**config.mk**
```make
export PLATFORM = sky130hd
export DESIGN_NAME = pulse_rpm_meter
export DESIGN_NICKNAME = d
export VERILOG_FILES = /design/src/hw/rtl/prm_pkg.sv /design/src/hw/rtl/pulse_rpm_meter.sv
export SDC_FILE = /design/constraint.sdc
export NUM_CORES = 1
export LEC_CHECK = 0
export ABC_AREA = 1
export BUFFER_PORTS_ARGS = -buffer_cell sky130_fd_sc_hd__clkbuf_2
export CAP_MARGIN = 15
export CORE_MARGIN = 2
export CORE_UTILIZATION = 50
export DETAILED_ROUTE_END_ITERATION = 12
export PLACE_DENSITY_LB_ADDON = 0.3
export SYNTH_ARGS = -nofsm -noshare
export SYNTH_HDL_FRONTEND = slang
export SYNTH_SLANG_ARGS = --single-unit
```
**constraint.sdc**
```tcl
create_clock -name clk -period 6 [get_ports clk]
set_input_delay 1.2 -clock clk [delete_from_list [all_inputs] [get_ports clk]]
set_output_delay 1.2 -clock clk [all_outputs]
set_load 0.01 [all_outputs]
```
**src/hw/rtl/prm_pkg.sv**
```systemverilog
`timescale 1ns / 1ps
// ---------------------------------------------------------------------------
// prm_pkg: shared types and constants for the pulse RPM meter
// Holds the control-store layout, the microprogram and the register map.
// ---------------------------------------------------------------------------
package prm_pkg;

	localparam int unsigned STEP_W = 3;
	localparam int unsigned ITER_W = 6;

	localparam logic [15:0] RPM_SCALE = 16'd60000;
	localparam logic [15:0] RPM_SAT   = 16'hFFFF;

	localparam logic [15:0] PPR_RESET    = 16'd1;
	localparam logic [15:0] SAMPLE_RESET = 16'd1000;

	// register index taken from paddr[2]
	localparam logic REG_PPR            = 1'b0;
	localparam logic REG_SAMPLE_TIME_MS = 1'b1;

	localparam logic [ITER_W-1:0] ITER_REVS = ITER_W'(16);
	localparam logic [ITER_W-1:0] ITER_RPM  = ITER_W'(32);

	typedef logic [STEP_W-1:0] step_t;

	typedef enum logic [2:0] {
		OP_NOP,
		OP_ACCEPT,
		OP_LD_REVS,
		OP_DIV,
		OP_MUL,
		OP_SAT,
		OP_OUT
	} op_t;

	typedef enum logic [2:0] {
		COND_NEXT,
		COND_GOTO,
		COND_ACCEPT,
		COND_LOOP,
		COND_OUT
	} cond_t;

	typedef struct packed {
		op_t   op;
		cond_t cond;
		step_t target;
	} ctrl_word_t;

	localparam step_t STEP_IDLE = 3'd0;
	localparam step_t STEP_LD   = 3'd1;
	localparam step_t STEP_DIV1 = 3'd2;
	localparam step_t STEP_MUL  = 3'd3;
	localparam step_t STEP_DIV2 = 3'd4;
	localparam step_t STEP_SAT  = 3'd5;
	localparam step_t STEP_OUT  = 3'd6;

	function automatic ctrl_word_t ucode(input step_t step);
		ctrl_word_t cw;
		case (step)
			STEP_IDLE: cw = '{op: OP_ACCEPT, cond: COND_ACCEPT, target: STEP_OUT};
			STEP_LD:   cw = '{op: OP_LD_REVS, cond: COND_NEXT, target: STEP_IDLE};
			STEP_DIV1: cw = '{op: OP_DIV, cond: COND_LOOP, target: STEP_DIV1};
			STEP_MUL:  cw = '{op: OP_MUL, cond: COND_NEXT, target: STEP_IDLE};
			STEP_DIV2: cw = '{op: OP_DIV, cond: COND_LOOP, target: STEP_DIV2};
			STEP_SAT:  cw = '{op: OP_SAT, cond: COND_NEXT, target: STEP_IDLE};
			STEP_OUT:  cw = '{op: OP_OUT, cond: COND_OUT, target: STEP_IDLE};
			default:   cw = '{op: OP_NOP, cond: COND_GOTO, target: STEP_IDLE};
		endcase
		return cw;
	endfunction

endpackage

```
**src/hw/rtl/pulse_rpm_meter.sv**
```systemverilog
`timescale 1ns / 1ps
// ---------------------------------------------------------------------------
// pulse_rpm_meter: tachometer by pulse counting over a measured time
// Microcoded sequencer driving a counter set and a shared restoring divider.
// ---------------------------------------------------------------------------
// Usage:
//  - Input stream s_*: one transaction per sample with the sensor level, a
//    millisecond tick strobe and a read request. Output stream m_*: one
//    transaction per input with the held rpm and an updated flag.
//  - An item without a recomputation is accepted at the first step and then
//    loaded into the output register at the output step. A read that
//    recomputes loads the pulse count, runs a 16-step divide for revolutions,
//    a multiply by 60000, then a 32-step divide by the elapsed milliseconds,
//    and saturates the result before the output step; both divides use the
//    single shared divider.
//  - One item is in flight at a time; s_tready is high only while the
//    sequencer waits at its first step.
//  - The result sits in an output register, so the next input is accepted
//    while an earlier result waits for m_tready. When the receiver stalls
//    with that register full, the sequencer holds at its output step.
//  - Reset clears all counters and the held speed, and loads one pulse per
//    revolution and a 1000 ms sample time. APB writes take effect at once
//    and are meant to happen while the block is idle.
// ---------------------------------------------------------------------------
module pulse_rpm_meter #(
	parameter int unsigned MAX_PULSES = 1024
) (
	input  logic        clk,
	input  logic        arst_n,
	// APB configuration
	input  logic        psel,
	input  logic        penable,
	input  logic        pwrite,
	input  logic [2:0]  paddr,
	input  logic [31:0] pwdata,
	output logic [31:0] prdata,
	output logic        pready,
	// input stream
	input  logic        s_tvalid,
	output logic        s_tready,
	input  logic [7:0]  s_tdata,   // [0] pulse_level, [1] ms_tick, [2] read_request
	// output stream
	output logic        m_tvalid,
	input  logic        m_tready,
	output logic [15:0] m_tdata,   // [15:0] rpm
	output logic        m_tuser    // [0] updated
);
	import prm_pkg::*;

	localparam logic [15:0] MaxPulses = 16'(MAX_PULSES);

	logic [15:0] ppr_q;
	logic [15:0] sample_q;

	step_t       step_q;
	step_t       step_d;
	ctrl_word_t  cw;

	logic        last_level_q;
	logic [15:0] pulse_count_q;
	logic [31:0] elapsed_q;
	logic [15:0] interval_q;
	logic [15:0] held_q;
	logic        upd_q;

	logic [31:0] rem_q;
	logic [31:0] dvd_q;
	logic [31:0] dvs_q;
	logic [ITER_W-1:0] iter_q;

	logic        out_full_q;
	logic [15:0] rpm_q;
	logic        updated_q;

	logic        in_acc;
	logic        pulse_level;
	logic        ms_tick;
	logic        read_request;
	logic [15:0] pc_new;
	logic [31:0] el_new;
	logic [15:0] iv_new;
	logic        hit_count;
	logic        hit_interval;
	logic        upd_new;

	logic [32:0] rem_sh;
	logic [33:0] trial;
	logic        trial_ge;
	logic [31:0] prod;
	logic        cfg_wr;

	assign pulse_level  = s_tdata[0];
	assign ms_tick      = s_tdata[1];
	assign read_request = s_tdata[2];

	assign cw       = ucode(step_q);
	assign s_tready = (step_q == STEP_IDLE);
	assign in_acc   = s_tvalid && s_tready;

	// counter updates for the item at the input
	always_comb begin
		pc_new = pulse_count_q;
		if (pulse_level && !last_level_q && pulse_count_q != 16'hFFFF) begin
			pc_new = pulse_count_q + 16'd1;
		end
		el_new = elapsed_q;
		iv_new = interval_q;
		if (ms_tick) begin
			if (elapsed_q != 32'hFFFF_FFFF) begin
				el_new = elapsed_q + 32'd1;
			end
			if (interval_q != 16'hFFFF) begin
				iv_new = interval_q + 16'd1;
			end
		end
		hit_count    = (pc_new >= MaxPulses);
		hit_interval = !hit_count && (iv_new >= sample_q);
		upd_new      = read_request && (hit_count || hit_interval);
	end

	// one restoring-division step
	assign rem_sh   = {rem_q, dvd_q[31]};
	assign trial    = {1'b0, rem_sh} - {2'b00, dvs_q};
	assign trial_ge = !trial[33];
	assign prod     = 32'(dvd_q[15:0]) * 32'(RPM_SCALE);

	always_comb begin
		case (cw.cond)
			COND_NEXT: step_d = step_q + step_t'(1);
			COND_GOTO: step_d = cw.target;
			COND_ACCEPT: begin
				if (!in_acc) begin
					step_d = step_q;
				end else if (upd_new) begin
					step_d = step_q + step_t'(1);
				end else begin
					step_d = cw.target;
				end
			end
			COND_LOOP: step_d = (iter_q != ITER_W'(1)) ? cw.target : step_q + step_t'(1);
			COND_OUT:  step_d = (out_full_q && !m_tready) ? step_q : cw.target;
			default:   step_d = STEP_IDLE;
		endcase
	end

	// configuration port
	assign pready = 1'b1;
	assign cfg_wr = psel && penable && pwrite && pready;
	assign prdata = (paddr[2] == REG_SAMPLE_TIME_MS) ? {16'd0, sample_q} : {16'd0, ppr_q};

	always_ff @(posedge clk or negedge arst_n) begin
		if (!arst_n) begin
			ppr_q    <= PPR_RESET;
			sample_q <= SAMPLE_RESET;
		end else if (cfg_wr) begin
			if (paddr[2] == REG_PPR) begin
				ppr_q <= pwdata[15:0];
			end else begin
				sample_q <= pwdata[15:0];
			end
		end
	end

	always_ff @(posedge clk or negedge arst_n) begin
		if (!arst_n) begin
			step_q        <= STEP_IDLE;
			last_level_q  <= 1'b0;
			pulse_count_q <= '0;
			elapsed_q     <= '0;
			interval_q    <= '0;
			held_q        <= '0;
			upd_q         <= 1'b0;
			rem_q         <= '0;
			dvd_q         <= '0;
			dvs_q         <= '0;
			iter_q        <= '0;
			out_full_q    <= 1'b0;
			rpm_q         <= '0;
			updated_q     <= 1'b0;
		end else begin
			step_q <= step_d;
			// drain the output register unless the output step refills it
			if (out_full_q && m_tready && cw.op != OP_OUT) begin
				out_full_q <= 1'b0;
			end
			case (cw.op)
				OP_ACCEPT: begin
					if (in_acc) begin
						last_level_q  <= pulse_level;
						pulse_count_q <= pc_new;
						elapsed_q     <= el_new;
						interval_q    <= (read_request && hit_interval) ? 16'd0 : iv_new;
						upd_q         <= upd_new;
					end
				end
				OP_LD_REVS: begin
					rem_q  <= '0;
					dvd_q  <= {pulse_count_q, 16'd0};
					dvs_q  <= {16'd0, (ppr_q == 16'd0) ? 16'd1 : ppr_q};
					iter_q <= ITER_REVS;
				end
				OP_DIV: begin
					rem_q  <= trial_ge ? trial[31:0] : rem_sh[31:0];
					dvd_q  <= {dvd_q[30:0], trial_ge};
					iter_q <= iter_q - ITER_W'(1);
				end
				OP_MUL: begin
					rem_q  <= '0;
					dvd_q  <= prod;
					dvs_q  <= elapsed_q;
					iter_q <= ITER_RPM;
				end
				OP_SAT: begin
					held_q        <= (elapsed_q == 32'd0 || dvd_q[31:16] != 16'd0)
						? RPM_SAT : dvd_q[15:0];
					pulse_count_q <= '0;
					elapsed_q     <= '0;
				end
				OP_OUT: begin
					if (!out_full_q || m_tready) begin
						out_full_q <= 1'b1;
						rpm_q      <= held_q;
						updated_q  <= upd_q;
					end
				end
				default: begin
				end
			endcase
		end
	end

	assign m_tvalid = out_full_q;
	assign m_tdata  = rpm_q;
	assign m_tuser  = updated_q;

	// an item without a recomputation, accepted while the output register is empty, reaches it through the output step
	a_fast_path: assert property (@(posedge clk) disable iff (!arst_n)
		(in_acc && !upd_new && !out_full_q) |=> ##1 m_tvalid)
		else $error("plain item did not reach the output register");

	// divide loop never runs on an exhausted iteration count
	a_iter_live: assert property (@(posedge clk) disable iff (!arst_n)
		(step_q == STEP_DIV1 || step_q == STEP_DIV2) |-> (iter_q != '0))
		else $error("divide step with zero iteration count");

	// recomputation restarts the measurement
	a_restart: assert property (@(posedge clk) disable iff (!arst_n)
		(step_q == STEP_SAT) |=> (pulse_count_q == 16'd0 && elapsed_q == 32'd0))
		else $error("count or elapsed time not restarted");

endmodule
```
==> results of run 1 <==
power breakdown:
| group | internal, mW | switching (mW) |
|---|---|---|
| Sequential | 2.06 | 0.383 |
| Clock | 1.16 | 0.700 |
| Combinational | 2.19 | 4.08 |
state kept, by name (all words and copies together), names as in the netlist:
signal	cells
dvd_q	32
dvs_q	32
elapsed_q	32
rem_q	32
held_q	16
interval_q	16
m_tdata	16
ppr_q	16
pulse_count_q	16
sample_q	16
iter_q	6
step_q	3
last_level_q	1
m_tuser	1
m_tvalid	1
upd_q	1
worst paths after layout:
kind / end / slack, ns / from
max reg2reg: dvd_q[26] / 0.71 / dvd_q[2]
max: dvd_q[26] / 0.71 / dvd_q[2]
min: m_tdata[12] / 0.49 / m_tdata[12]
min reg2reg: m_tdata[12] / 0.49 / m_tdata[12]
max in group asynchronous: interval_q[15] / 4.01 / arst_n
min in group asynchronous: m_tdata[13] / 0.65 / arst_n
worst max-delay path, stage by stage, from the launching register on:
cell and delay, ns:
dfrtp_1 0.50, inv_1 0.19, fa_1 0.57, inv_1 0.06, fa_1 0.49, fa_1 0.52
inv_1 0.05, fa_1 0.48, fa_1 0.52, inv_1 0.04, ha_1 0.36, nand2_1 0.09
nor2_1 0.11, inv_1 0.06, o21ai_0 0.26, a21oi_1 0.18, o21ai_0 0.33, nand2_1 0.12
nand2_1 0.08, nand2_1 0.04, nand3_1 0.07, nand2_1 0.07
synthesized netlist by cell type, types with 19 or more instances:
library cell    n  share of area [%]
nor3_1         47                1.3
dfrtp_1       230                 32
inv_1         388                8.2
fa_1           62                7.0
buf_2          23               0.65
a21oi_1       127                3.6
o21ai_0       260                7.3
buf_4          19               0.80
xor2_1         42                2.1
ha_1          135                9.5
clkbuf_1       36               0.76
nor2_1        152                3.2
nand3_1       139                3.9
nand2_1       453                9.6
nand4_1        27               0.95
metrics by stage:
step / util, % / setup slack (ns) / hold WS (ns) / instances
finish: 55.19 / 0.7063 / 0.4854 / 2858
detailed placement: 52.26 / 0.7474 / 0.4747 / 2806
global route: 55.19 / 0.2539 / 0.5074 / 2858
floorplan: - / 1.283 / 0.4492 / 2352
global placement: 52.26 / 0.8272 / 0.4669 / 2806
CTS: 55.19 / 0.7044 / 0.4897 / 2858
metal layers:
layer	global-route usage [%]	wire length, um	vias up
met1	36.11	21390	7490
met3	3.019	1978	58
met2	40.87	21090	315
met4	5.813	813	0
met5	0	0	-
li1	-	-	7711
final cells by class:
class                      count  area share [%]
clock buffer                  40           4.398
clock inverter                12          0.9118
inverter                     394           7.596
multi-input combinational   1640           51.47
sequential                   237           30.48
tap                          461           2.960
timing repair buffer          74           2.183
kinds of logic after synthesis:
| group | share of synthesized area, % |
|---|---|
| AND/OR/NAND/NOR | 20.85 |
| other | 0.04223 |
| flip-flops | 33.40 |
| buffers and inverters | 10.60 |
| multiplexers | 0.1759 |
| adder cells (fa/ha/maj) | 16.48 |
| XOR/XNOR | 2.807 |
| AO/OA/AOI/OAI | 15.65 |
==> reports/results.ini, run 1 <==
[run_status]
status=finished clean

[cts]
postCtsSetupBuffers=0
root_buffer=clkbuf_16
clk_pin_slew_ns=0.06
clk_latency_ns=0.56
cts_resized=0
cts_buffer_depth=3
h-tree-depth=1
numClockSinks=237
cts_buffers=28
cts_tree=built
cts_hold_buffers=0

[yosys]
yosysWarnings=0
synthCells=2337
synth_seq_cells=237
synth_top_flop_cell=dfrtp_1
syn_area_um2=17780
synthArstFlopShare_pct=100.0
synth.avg_cell_area_um2=7.609
synth-edff-count=0
ys_seq_area_share_pct=33.40
synth_cell_types=54

[timing]
worst_slew_pin_slew_ns=0.9777
setup_viol=0
skew_ns=0.009844
drv_slew=0
maxSlewHeadroom_pct=34.75
fmax_mhz=188.9
post-route-period-util_pct=88.23
hold_violations=0
rsz0062_at_grt=false
fin_crit_ns=5.294
setup-tns-final_ns=0

[final_layout]
seqCellArea_um2=5939
nFillCells=3318
antenna_cells=0
drive_above_1_share_pct=6.967
nNetsFinal=2622
final_cell_mix=453 x nand2_1, 388 x inv_1, 260 x o21ai_0
multi_input_area_um2=10030
area_growth_pct=9.576
layout_commonest_cell=nand2_1
design_area_um2=19490

[place]
hpwl_um=34270
io_buffers=61
place.gp.congestion=0.9226
placed_area_um2=18450

[global_route]
grt_pass1_vias=14908
grt_pass1_wl_um=75760
grt.total_usage_pct=25.21
gr-total-overflow=0
grt_antenna_before_repair=0
grt_max_degree=90

[power_and_ir_drop]
power_density_nw_per_um2=542.9
power_mw=10.58
ir_worst_vdd_v=0.0004984
p_leak_nw=9.969

[detailed_routing]
drt_wl_total_um=45270
ant_nets=0
vias=15574
detail_route.vias_per_cell=5.449
drtIter0Drc=1009
drt-wirelength-per-cell_um=15.84
drc=0
dr.pass1.iters=6

[job]
drv_cap=0

[worst_setup_path]
worstSetupStartpointType=flop
crit_type=flop to flop
required_ns=6.44
crit_fanout=6
r2r.worst_path.cells=21
arrival_ns=5.74
cp-end-kind=flop

[floorplan]
rows=69
die_width_um=192.6
start_util_pct=50.36
ioPinCount=102
coreArea_um2=35310
dieArea_um2=37090
die_h_um=192.6

[hold_path]
whs_path_depth=2
min_path_type=flop to flop

(Power assumes the default switching activity.)
==> run 2: changes to the inputs <==
--- a/config.mk
+++ b/config.mk
@@ -12,6 +12,7 @@
 export CORE_UTILIZATION = 50
 export DETAILED_ROUTE_END_ITERATION = 12
 export PLACE_DENSITY_LB_ADDON = 0.3
+export REMOVE_ABC_BUFFERS = 1
 export SYNTH_ARGS = -nofsm -noshare
 export SYNTH_HDL_FRONTEND = slang
 export SYNTH_SLANG_ARGS = --single-unit
==> constraint.sdc (replaced) <==
create_clock -name clk -period 4.95 [get_ports clk]
set_input_delay 0.99 -clock clk [delete_from_list [all_inputs] [get_ports clk]]
set_output_delay 0.99 -clock clk [all_outputs]
set_load 0.01 [all_outputs]
==> reports/results.ini, run 2 (synthesized netlist as in run 1, its figures left out) <==
[worst_setup_path]
critPathMaxStageDelay_ns=0.53  ; -0.04 ns
arrival_ns=5.21  ; -0.53 ns
r2r.worst_path.cells=18  ; -14%
crit_fanout=4  ; -2
crit_start=dvd_q[1]
required_ns=5.37  ; -1.07 ns
r2r_start=dvd_q[1]
path_common_cell=fa_1
r2r_slack_ns=0.16  ; -0.54 ns
crit_type=flop to flop
path_cells=buf_4, fa_1, fa_1, fa_1, inv_1, fa_1, fa_1, inv_1, ha_2, nand2_2, nor2_1, nor2_2, o211ai_1, a21oi_1, o21bai_1, or2_2, nand3_1, o211ai_1
worstSetupStartpointType=flop
cp-end-kind=flop
cp_slowest_cell=fa_1

[cts]
root_buffer=clkbuf_16
numClockSinks=237  ; unchanged
clk_pin_slew_ns=0.06  ; about the same
cts_tree=built
cts_buffer_depth=3  ; unchanged
h-tree-depth=1  ; unchanged
clk_latency_ns=0.57  ; about the same
cts_buffers=28  ; unchanged

[final_layout]
final_cell_mix=452 x nand2_1, 383 x inv_1, 255 x o21ai_0
nNetsFinal=2656  ; +1.3%
drive_above_1_share_pct=9.012  ; +2.0 points
area_growth_pct=11.26
antenna_cells=0  ; unchanged
final_cells=2891  ; +1.2%
layout_commonest_cell=nand2_1

[floorplan]
die_h_um=192.6  ; unchanged
start_util_pct=50.36  ; unchanged
ioPinCount=102  ; unchanged
die_width_um=192.6  ; unchanged
rows=69  ; unchanged
coreArea_um2=35310  ; unchanged
dieArea_um2=37090  ; unchanged

[detailed_routing]
vias=15724  ; +0.96%
dr.pass1.iters=5  ; -1
detail_route.vias_per_cell=5.439  ; -0.19%
drc=0  ; unchanged
drtIter0Drc=891  ; -12%
ant_nets=0  ; unchanged
drt-wirelength-per-cell_um=15.87  ; +0.16%
drt_wl_total_um=45870  ; +1.3%

[timing]
fmax_mhz=208.9  ; +11%
post-route-period-util_pct=96.73  ; +8.5 points
worst_slew_pin_slew_ns=0.9979  ; +0.02023 ns
setup_viol=0  ; unchanged
maxSlewHeadroom_pct=33.47  ; -1.3 points
fin_crit_ns=4.788  ; -0.5057 ns
holdWs_ns=0.4276  ; -0.05783 ns
setup-tns-final_ns=0  ; unchanged
drv_slew=0  ; unchanged
hold_violations=0  ; unchanged
skew_ns=0.01419  ; +0.004349 ns

[power_and_ir_drop]
combinationalPowerShare_pct=61.6  ; +2.4 points
switching_share_pct=48.66  ; -0.13 points
pwr-share-seq_pct=21.9  ; -1.2 points
power_density_nw_per_um2=671.4  ; +24%
p_switching_mw=6.464  ; +25%
p_int_mw=6.820  ; +26%
p_leak_nw=10.12  ; +1.5%
power_mw=13.28  ; +26%
clkPwrFrac_pct=16.5  ; -1.1 points
ir_worst_vdd_v=0.0003808  ; -24%

[place]
place.gp.congestion=0.9463  ; +2.6%
io_buffers=61  ; unchanged
hpwl_um=34640  ; +1.1%
dp.cells=2839  ; +1.2%

[global_route]
grt_pass1_vias=15341  ; +2.9%
grt_pass1_wl_um=76310  ; +0.73%
grt_max_degree=123  ; +37%
gr-total-overflow=0  ; unchanged
grt_antenna_before_repair=1  ; +1
grt.total_usage_pct=25.35  ; +0.13 points

[run_status]
status=finished clean

[job]
drv_cap=0  ; unchanged

[hold_path]
min_path_type=input port to async pin

[run 2: final timing paths]
check | to
min | dvd_q[10]
min in group clk | m_tdata[11]
max reg2reg | dvd_q[25]
max in group asynchronous | sample_q[5]
min reg2reg | m_tdata[11]
max | dvd_q[25]
[run 2: worst max-delay path, delay by kind of cell, from the launching register on]
kind	cells	cell delay [ns]
buf+inv	3	0.26
flops	1	0.40
simple gates	5	0.64
fa+ha+maj	6	2.79
compound gates	4	0.57
[run 2: power groups by stage]
stage               logic, mW  clock network, mW  registers (mW)
CTS                      7.94               2.25            2.90
finish                   8.18               2.20            2.91
global placement         7.72                  0            2.91
floorplan                5.55                  0            2.88
global route             9.32               2.32            2.98
detailed placement       7.88                  0            2.93
[run 2: metal layers]
layer	vias to the layer above	global-route usage [%]	part of all wire, %
li1	7781	-	-
met1	7520	35.32	47
met2	346	41.03	46
met3	77	3.601	4.7
met4	0	7.546	2.8
met5	-	0	0
[run 2: layout make-up]
| class | count | area [um^2] |
|---|---|---|
| Fill cell | 3387 | 15520 |
| Timing Repair Buffer | 108 | 680.7 |
| Clock buffer | 35 | 747.0 |
| Inverter | 394 | 1480 |
| Tap cell | 461 | 576.8 |
| Multi-Input combinational cell | 1640 | 10130 |
| Clock inverter | 16 | 234.0 |
| Sequential cell | 237 | 5939 |
[run 2: repair_timing]
action                                  CTS  global route
gates resized for setup                   1            28
hold buffers                              0             0
gates cloned                              0             0
pin swaps                                 0            12
endpoints found under the setup margin    3            15
buffers inserted                          1             0
[run 2: through the flow]
step | util, % | setup slack (ns) | cell area (um^2)
final | 56.03 | 0.1620 | 19790
after global routing | 56.03 | -0.006615 | 19790
after CTS | 55.76 | 0.01672 | 19690
after detailed placement | 52.96 | 0.009292 | 18700
after global placement | 52.96 | 0.06519 | 18700
after floorplan | - | 0.2227 | 17440
